### src/hw/rtl/tlbpt_pkg.sv
// shared constants, types and state encoding for the tlb page translation unit
`default_nettype none

package tlbpt_pkg;

    // address split: page number above the offset
    localparam int ADDR_WIDTH   = 20;
    localparam int OFFSET_WIDTH = 10;
    localparam int PAGE_WIDTH   = ADDR_WIDTH - OFFSET_WIDTH;
    localparam int FRAME_WIDTH  = PAGE_WIDTH;
    localparam int PAGE_COUNT   = 1 << PAGE_WIDTH;
    localparam int COUNT_WIDTH  = 32;

    // default tlb depth handed to the top level
    localparam int TLB_ENTRIES_DEFAULT = 16;

    // stream word widths, padded to whole bytes
    localparam int IN_DATA_WIDTH  = ((ADDR_WIDTH + 7) / 8) * 8;
    localparam int OUT_RAW_WIDTH  = ADDR_WIDTH + 3 * COUNT_WIDTH;
    localparam int OUT_DATA_WIDTH = ((OUT_RAW_WIDTH + 7) / 8) * 8;
    localparam int OUT_PAD_WIDTH  = OUT_DATA_WIDTH - OUT_RAW_WIDTH;
    localparam int OUT_USER_WIDTH = 2;

    // controller states
    typedef enum logic [1:0] {
        ST_CLEAR,
        ST_IDLE,
        ST_LOOKUP
    } state_t;

    // controller to datapath commands
    typedef struct packed {
        logic clear_en;
        logic load;
        logic finish;
    } ctrl_cmd_t;

    // datapath to controller status
    typedef struct packed {
        logic clear_last;
        logic out_free;
    } dp_status_t;

endpackage

`default_nettype wire

### src/hw/rtl/tlbpt_ctrl.sv
// controller state machine: table clearing pass, word accept and lookup sequencing
`default_nettype none

module tlbpt_ctrl (
    input  wire logic                   clk,
    input  wire logic                   rst_n,
    input  wire logic                   in_valid,
    output logic                        in_ready,
    input  wire tlbpt_pkg::dp_status_t  status,
    output tlbpt_pkg::ctrl_cmd_t        cmd
);

    tlbpt_pkg::state_t state_reg;
    tlbpt_pkg::state_t state_next;

    // state register
    always_ff @(posedge clk or negedge rst_n)
    begin
        if (!rst_n)
        begin
            state_reg <= tlbpt_pkg::ST_CLEAR;
        end
        else
        begin
            state_reg <= state_next;
        end
    end

    // next state
    always_comb
    begin
        state_next = state_reg;
        unique case (state_reg)
            tlbpt_pkg::ST_CLEAR:
            begin
                if (status.clear_last)
                begin
                    state_next = tlbpt_pkg::ST_IDLE;
                end
            end
            tlbpt_pkg::ST_IDLE:
            begin
                if (in_valid)
                begin
                    state_next = tlbpt_pkg::ST_LOOKUP;
                end
            end
            tlbpt_pkg::ST_LOOKUP:
            begin
                if (status.out_free)
                begin
                    state_next = tlbpt_pkg::ST_IDLE;
                end
            end
            default:
            begin
                state_next = tlbpt_pkg::ST_CLEAR;
            end
        endcase
    end

    // outputs
    always_comb
    begin
        in_ready     = 1'b0;
        cmd.clear_en = 1'b0;
        cmd.load     = 1'b0;
        cmd.finish   = 1'b0;
        unique case (state_reg)
            tlbpt_pkg::ST_CLEAR:
            begin
                cmd.clear_en = 1'b1;
            end
            tlbpt_pkg::ST_IDLE:
            begin
                in_ready = 1'b1;
                cmd.load = in_valid;
            end
            tlbpt_pkg::ST_LOOKUP:
            begin
                cmd.finish = status.out_free;
            end
            default:
            begin
                in_ready = 1'b0;
            end
        endcase
    end

endmodule

`default_nettype wire

### config.mk
export PLATFORM = sky130hd
export DESIGN_NAME = tlbpt_ctrl
export DESIGN_NICKNAME = d
export VERILOG_FILES = /design/src/hw/rtl/tlbpt_pkg.sv /design/src/hw/rtl/tlbpt_ctrl.sv
export SDC_FILE = /design/constraint.sdc
export NUM_CORES = 1
export LEC_CHECK = 0
export BUFFER_PORTS_ARGS = -buffer_cell sky130_fd_sc_hd__buf_2
export CORE_AREA = 2 2 39 41
export CTS_CLUSTER_SIZE = 24
export DETAILED_ROUTE_END_ITERATION = 8
export DIE_AREA = 0 0 41 43
export GPL_TIMING_DRIVEN = 0
export SLEW_MARGIN = 20
export SYNTH_ARGS = -nofsm -noshare
export SYNTH_HDL_FRONTEND = slang
export SYNTH_SLANG_ARGS = --single-unit
### constraint.sdc
create_clock -name clk -period 1.03 [get_ports clk]
set_input_delay 0.206 -clock clk [delete_from_list [all_inputs] [get_ports clk]]
set_output_delay 0.206 -clock clk [all_outputs]
set_load 0.005 [all_outputs]
==> results of run 1 <==
layout make-up:
cell class / instances / area share, %
clock buffer: 3 / 9.78
sequential: 2 / 22.3
tap: 16 / 8.70
timing repair buffer: 11 / 31.0
inverter: 1 / 1.63
multi-input combinational: 9 / 26.6
Yosys cell counts:
cell type  instances
o2bb2ai_1          1
dfrtp_1            2
nor2_1             2
mux2i_1            1
and2b_2            1
or2_1              1
inv_1              1
and3b_1            1
nor3b_1            1
nand2_1            1
critical path, stage by stage (launching register included):
cell     delay (ps)
dfrtp_2         420
and2b_2         220
buf_6           110
per-stage QoR:
step	utilization (%)	setup WS (ps)	instances
4_1_cts	16.1	-181	42
5_1_grt	16.6	-200	42
3_3_place_gp	12.7	54.1	36
3_5_place_dp	12.7	42.4	36
2_1_floorplan	-	98.2	12
6_report	16.6	-155	42
logic make-up after synthesis:
logic type / synth area share [%]
and+or+nand+nor: 37.0
DFF: 43.5
AOI/OAI and AO/OA: 7.61
muxes: 8.70
buffers and inverters: 3.26
per-layer routing:
layer | wire (um) | share of wire [%]
met5 | 0 | 0
met4 | 0 | 0
met3 | 37 | 11
met2 | 136 | 42
met1 | 150 | 46
worst min-delay path by stage:
stage                  start            to  slack (ps)  cells past startpoint
floorplan              rst_n  state_reg[0]         -90                      0
global placement       rst_n  state_reg[1]          -8                      1
detailed placement     rst_n  state_reg[1]          -7                      1
CTS                 in_valid  state_reg[0]         250                      3
global route        in_valid  state_reg[0]         280                      3
finish              in_valid  state_reg[0]         250                      3
timing repair:
item / 4_1_cts / 5_1_grt
pin swaps: 0 / 2
setup buffers: 2 / 0
gates resized for setup: 0 / 2
hold endpoints to repair: 2 / 0
setup endpoints to repair: 4 / 4
hold buffers: 1 / 0
power by group:
group,switching [mW],internal [mW],total [mW]
Combinational,0.0960,0.188,0.284
Clock,0.0458,0.129,0.174
Sequential,0.0462,0.120,0.166
Total,0.188,0.437,0.625
==> results.md, run 1 <==
- Die Ht: 43 um
- Antenna viol nets, final: 0
- Buffers on Ports: 8
- Crit share post-route: 115%
- Synth Area per Inst: 9.59 um2
- Starting Density: 8.32%
- DR WL/cell: 7.74 um
- IO Pins: 9
- Number of global-route vias before repair: 118
- Antenna Cells: 0
- All-layer global routing usage: 4.81%
- P&R area growth vs syn: 100%
- Clk slew on worst S/H paths: 30 ps
- Most common cell after layout, fill and taps aside: buf_2
- DR vias: 127
- Worst-Skew Late Latency: 230 ps
- Critical setup path kind: flop to primary output
- Number of fill cells: 166
- Chip width: 41 um
- CTS tree: yes
- Drt via density: 3.02
- RSZ-0062 raised after global routing: true
- Cells after Synth: 12
- CP Capture Point: in_ready
- CP Launch Type: flop
- Grt met2 use: 4.69%
- Synth top area cells: dfrtp_1 43%, mux2i_1 8.7%, and2b_2 7.6%, and3b_1 7.6%, o2bb2ai_1 7.6%
- Yosys top cell by area: dfrtp_1
- Flop2flop setup slack: 80 ps
- CP Max Fanout: 6
- Largest net degree at the start of global routing: 7
- Ys Warns: 0
- Sequential share of the synthesized area: 43.5%
- Leak: 0.120 nW
- Share of cells above drive strength 1: 57.7%
- RR Endpoint: state_reg[1]
- Total gr overflow: 0
- Cell variety after synth: 10
- Max-slew violations: 0
- Post-synthesis register bit count: 2
- Depth of the most critical reg-to-reg path: 2
- Syn_nets: 17
- Max reg flops: 2
- Final nets: 33
- DP Wirelength: 223 um
- Pwr dens: 2710 nW/um2
- Post-layout min period: 1180 ps
- Yosys top cell area share: 43.5%
- Hold_ws: 253 ps
- Worst Skew: 5.23 ps
- Post-Syn Area: 115 um2
- Clk buf depth: 2
- Cell Rows: 14
- Multi-input gate area: 61.3 um2
- Pwr Total: 0.625 mW
- 1st-iter DRT viols: 0
- CTS HTree Levels: 1
- Busiest layer in global routing: met4
- Critical Path AT: 980 ps
- Fmax: 844 MHz
- Most frequent cells in the layout: 7 x buf_2, 3 x clkbuf_4, 2 x nor2_1, 2 x buf_4
- Placeable Area: 1380 um2
- Met3 usage: 5.76%
- DR DRC count: 0
- Worst setup margin: -155 ps
- Die area: 1760 um2
- Post-Route Setup TNS: -465 ps
- Root buf cell: clkbuf_4
- Worst VDD drop: 0.000393 V
- Critical Path Source: state_reg[0]
- Final setup fails: 4
- DRT Wirelength: 325 um
- Met1 GRT Util: 4.15%
- Final instance area: 230 um2
- Least-Margin Pin Slew: 121 ps
- Hold Crit Class: input port to flop
- Max Cap Viol: 0
- Slew margin rel.: 91.7%
- First-pass GRT wire length: 462 um
- Worst EP required: 820 ps
- FF-to-FF Start: state_reg[0]
- Placed cell areas: 175 um2
- Final Hold Fails: 0
- Status: finished with violations
- Routability cong.: 0.507
- # clock sinks: 2
- CTS buffer count: 3
- Pre-antenna DRT Iters: 1
- Initial antenna violation count: 0
- Nature of the critical path endpoint: primary output
- Failing checks: negative setup slack
- Register area: 51.3 um2
No activity file was read; power rests on OpenSTA's default activity.
==> run 2: changes to the inputs <==
- BUFFER_PORTS_ARGS: -buffer_cell sky130_fd_sc_hd__buf_2 -> not set
- DONT_BUFFER_PORTS: not set -> 1
- SKIP_CTS_REPAIR_TIMING: not set -> 1
==> run 2 against run 1 <==
  * The flow still finishes with violations (negative setup slack)
  * Total power fell by 21%
  * Die area did not move
  * Utilization is 4.1 points lower
  * Non-clock buffer count decreased by 10
  * Critical path depth shrank 1
  * Clock power hardly changed
  * Routed wire length fell by 6.8%
  * Critical endpoint is now cmd[1]
  * Largest cell class is now multi-input gates
  * Highest routed layer unchanged
==> results.md, run 2 (synthesis gave the netlist of run 1 again) <==
- Critical Path Source: state_reg[1]
- DR DRC count: 0 (unchanged)
- Critical Path AT: 920 ps (-60 ps)
- Placeable Area: 1380 um2 (unchanged)
- Crit path cell chain: and3b_2
- Worst Skew: 0.225 ps (-5.01 ps)
- Failing checks: negative setup slack
- # clock sinks: 2 (unchanged)
- Final nets: 23 (-30%)
- Flop2flop setup slack: 30 ps (-50 ps)
- Starting Density: 8.32% (unchanged)
- Slew margin rel.: 90.3% (-1.4 points)
- Max reg flops: 2 (unchanged)
- Worst-Skew Late Latency: 220 ps (about the same)
- Routability cong.: 0.461 (-9.0%)
- First-pass GRT wire length: 400 um (-13%)
- Leak: 0.0720 nW (-40%)
- Worst EP required: 820 ps (about the same)
- Placed cell areas: 135 um2 (-23%)
- Family with the most delay on the worst path: flip-flops
- Max-slew violations: 0 (unchanged)
- Metal1 wirelength: 114 um (-24%)
- Pwr dens: 2830 nW/um2 (+4.4%)
- Pre-antenna DRT Iters: 2 (+1)
- CTS buffer count: 3 (unchanged)
- Slowest-stage cell, CP: dfrtp_2
- Placed Instances: 28 (-22%)
- CTS tree: yes
- Number of global-route vias before repair: 112 (-5.1%)
- DR WL/cell: 9.47 um (+22%)
- Crit share post-route: 109% (-5.9 points)
- RR Endpoint: state_reg[1]
- Pwr Total: 0.493 mW (-21%)
- Post-Route Setup TNS: -169 ps (+296 ps)
- Clk buf depth: 2 (unchanged)
- CP Max Fanout: 6 (unchanged)
- P&R area growth vs syn: 51.1%
- Total gr overflow: 0 (unchanged)
- FF-to-FF Start: state_reg[0]
- WL met2: 131 um (-3.7%)
- WHS Path Cells: 2 (-1)
- Worst setup margin: -94.0 ps (+60.5 ps)
- Status: finished with violations
- Final instance area: 174 um2 (-24%)
- DR WL met3: 57 um (+54%)
- Fmax: 890 MHz (+5.4%)
- Hold EP: state_reg[0]
- Die area: 1760 um2 (unchanged)
- Critical path's largest stage delay: 430 ps (about the same)
- IO Pins: 9 (unchanged)
- CP Launch Type: flop
- Cell Rows: 14 (unchanged)
- Final setup fails: 2 (-2)
- Max Cap Viol: 0 (unchanged)
- Final Hold Fails: 0 (unchanged)
- Nature of the critical path endpoint: primary output
- Critical setup path kind: flop to primary output
- WP buf/inv: 0 (-1)
- Drt via density: 2.97 (-1.8%)
- Largest net degree at the start of global routing: 7 (unchanged)
- Root buf cell: clkbuf_4
- Worst VDD drop: 0.000303 V (-23%)
- DRT Wirelength: 303 um (-6.8%)
- Non-Filler Instances: 32 (-24%)
- Hold Crit Class: input port to flop
- Buffers on Ports: 0 (-8)
- 1st-iter DRT viols: 1 (+1)
- CTS HTree Levels: 1 (unchanged)
- Antenna Cells: 0 (unchanged)
- Most frequent cells in the layout: 3 x clkbuf_4, 2 x dfrtp_2
- Post-layout min period: 1120 ps (-60.5 ps)
- Hold_ws: 150 ps (-104 ps)
- Depth of the most critical reg-to-reg path: 2 (unchanged)
- RSZ-0062 raised after global routing: true
- Antenna viol nets, final: 0 (unchanged)
- DR vias: 95 (-25%)
- Die Ht: 43 um (unchanged)
- Most common cell after layout, fill and taps aside: clkbuf_4
- All-layer global routing usage: 4.21% (-0.60 points)
- Least-Margin Pin Slew: 141 ps (+20.3 ps)
- Initial antenna violation count: 0 (unchanged)
- Share of cells above drive strength 1: 50.0% (-7.7 points)
- Worst hold path startpoint: in_valid
- DR top layer: met3
- Clk slew on worst S/H paths: 30 ps (about the same)
- Chip width: 41 um (unchanged)
[run 2: cell types whose count changed in the layout (fill, tap and decap cells not counted), sizes merged]
cell	change
buf	-10
[run 2: report_power, final]
group | internal, mW | switching, mW | total [mW]
Sequential | 0.124 | 0.0599 | 0.183
Combinational | 0.0770 | 0.0609 | 0.138
Clock | 0.128 | 0.0431 | 0.172
Total | 0.329 | 0.164 | 0.493
[run 2: layer usage]
layer  vias up  GRT usage [%]
met4         0           8.00
met3         0           4.19
li1         48              -
met1        40           2.24
met2         7           4.69
met5         -              0
[run 2: worst max-delay path by stage]
stage,end,depth (start not counted),slack (ps)
final,cmd[1],1,-90
after global routing,cmd[1],1,-120
after CTS,cmd[1],1,-130
after detailed placement,state_reg[1],2,10
after global placement,state_reg[1],2,40
after floorplan,state_reg[1],2,100
[run 2: layout make-up]
class | instances | area, um2
sequential | 2 | 52.6
multi-input combinational | 9 | 65.1
inverter | 1 | 3.75
clock buffer | 3 | 22.5
tap | 16 | 20.0
fill | 160 | 1210
timing repair buffer | 1 | 10.0
[run 2: stage by stage]
stage	utilization, %	worst slack, ps
2_1_floorplan	-	98.2
6_report	12.6	-94.0
5_1_grt	12.6	-125
3_3_place_gp	9.76	37.4
3_5_place_dp	9.76	9.71
4_1_cts	11.4	-126
==> run 3: changes to the inputs <==
- PLACE_DENSITY_LB_ADDON: not set -> 0.15
==> run 3 against run 2 <==
  * The run still ends with negative setup slack left
  * First-iteration DRC count rose by 100%
  * Critical endpoint unchanged
  * Critical path depth did not move
  * Worst hold slack improved by 13 ps
  * Cell area rose by 3.6%
  * Final cell count rose by 3.1%
  * Global-route usage rose by 1.2 points
  * Highest routed layer unchanged
==> results.md, run 3 (synthesis gave the netlist of run 1 again) <==
- Antenna viol nets, final: 0 (unchanged)
- Root buf cell: clkbuf_4
- Max reg flops: 2 (unchanged)
- Leak: 0.0776 nW (+7.8%)
- Pwr Total: 0.518 mW (+5.0%)
- Crit share post-route: 108% (-1.5 points)
- Max Cap Viol: 0 (unchanged)
- Clk slew on worst S/H paths: 30 ps (about the same)
- Most frequent cells in the layout: 3 x clkbuf_4, 2 x dfrtp_2
- Critical setup path kind: flop to primary output
- Starting Density: 8.32% (unchanged)
- IO Pins: 9 (unchanged)
- CTS buffer count: 3 (unchanged)
- DR DRC count: 0 (unchanged)
- Critical path's largest stage delay: 420 ps (about the same)
- # clock sinks: 2 (unchanged)
- CTS tree: yes
- Crit path cell chain: and3b_1
- Hold_ws: 163 ps (+12.9 ps)
- Post-layout min period: 1110 ps (-15.0 ps)
- Most common cell after layout, fill and taps aside: clkbuf_4
- Worst setup margin: -79.0 ps (+15.0 ps)
- Die area: 1760 um2 (unchanged)
- Final nets: 24 (+4.3%)
- Share of cells above drive strength 1: 47.1% (-2.9 points)
- Slew margin rel.: 91.0% (+0.68 points)
- Buffers on Ports: 0 (unchanged)
- Initial antenna violation count: 0 (unchanged)
- Clk buf depth: 2 (unchanged)
- CTS HTree Levels: 1 (unchanged)
- DR WL/cell: 9.12 um (-3.7%)
- All-layer global routing usage: 5.43% (+1.2 points)
- WP buf/inv: 0 (unchanged)
- Total gr overflow: 0 (unchanged)
- Largest net degree at the start of global routing: 7 (unchanged)
- FF-to-FF Start: state_reg[0]
- Least-Margin Pin Slew: 131 ps (-9.85 ps)
- Worst-Skew Late Latency: 220 ps (about the same)
- Die Ht: 43 um (unchanged)
- Fmax: 902 MHz (+1.4%)
- P&R area growth vs syn: 56.5%
- Placeable Area: 1380 um2 (unchanged)
- Final Hold Fails: 0 (unchanged)
- Slowest-stage cell, CP: dfrtp_2
- Pre-antenna DRT Iters: 2 (unchanged)
- Worst EP required: 820 ps (about the same)
- Pwr dens: 2870 nW/um2 (+1.4%)
- DR vias: 103 (+8.4%)
- RSZ-0062 raised after global routing: true
- Family with the most delay on the worst path: flip-flops
- Status: finished with violations
- 1st-iter DRT viols: 2 (+1)
- Worst Skew: 1.23 ps (+1.01 ps)
- Nature of the critical path endpoint: primary output
- Cell Rows: 14 (unchanged)
- DRT Wirelength: 301 um (-0.66%)
- Drt via density: 3.12 (+5.1%)
- Chip width: 41 um (unchanged)
- Number of global-route vias before repair: 133 (+19%)
- Post-Route Setup TNS: -141 ps (+28.6 ps)
- Antenna Cells: 0 (unchanged)
- First-pass GRT wire length: 503 um (+26%)
- Worst VDD drop: 0.000606 V (+100%)
- Critical Path AT: 900 ps (-20 ps)
- CP Max Fanout: 6 (unchanged)
- CP Launch Type: flop
- Routability cong.: 0.589 (+28%)
- Worst hold path startpoint: in_valid
- Final setup fails: 2 (unchanged)
- Failing checks: negative setup slack
- Max-slew violations: 0 (unchanged)
- Critical Path Source: state_reg[1]
- Hold Crit Class: input port to flop
## run 3: cell count changes in the layout (fill, tap and decap cells not counted)
cell and delta:
and3b_1 +1, and3b_2 -1, buf_4 +1
## run 3: routing by layer
metal | vias to the layer above | global-route usage, % | routed length (um)
li1 | 50 | - | -
met1 | 43 | 4.52 | 121
met2 | 10 | 5.00 | 111
met3 | 0 | 4.71 | 68
met4 | 0 | 10.0 | 0
met5 | - | 0 | 0
## run 3: where the power goes
group / internal (mW) / switching [mW] / total, mW / leakage (nW)
clock: 0.129 / 0.0463 / 0.175 / 0.0138
sequential: 0.123 / 0.0538 / 0.177 / 0.0227
combinational: 0.0946 / 0.0706 / 0.165 / 0.0411
## run 3: final cells by class
| type | count | area, um2 |
|---|---|---|
| tap | 16 | 20.0 |
| multi-input combinational | 9 | 63.8 |
| timing repair buffer | 2 | 17.5 |
| sequential | 2 | 52.6 |
| fill | 155 | 1200 |
| clock buffer | 3 | 22.5 |
| inverter | 1 | 3.75 |
## run 3: stage by stage
stage                     setup WS [ps]  util [%]  instance area (um2)  cells
final                             -79.0      13.0                  180     33
after global routing               -120      13.0                  180     33
after CTS                          -110      11.4                  158     31
after detailed placement           35.7      9.76                  135     28
after global placement             50.3      9.76                  135     28
after floorplan                    98.2         -                  115     12
## run 3: final timing paths
path | endpoint | slack [ps] | depth (start not counted)
max reg2reg | state_reg[1] | 40 | 2
max | cmd[1] | -80 | 1
max in group asynchronous | state_reg[0] | 680 | 1
min | state_reg[0] | 160 | 2
min in group asynchronous | state_reg[1] | 220 | 1
min reg2reg | state_reg[0] | 520 | 1
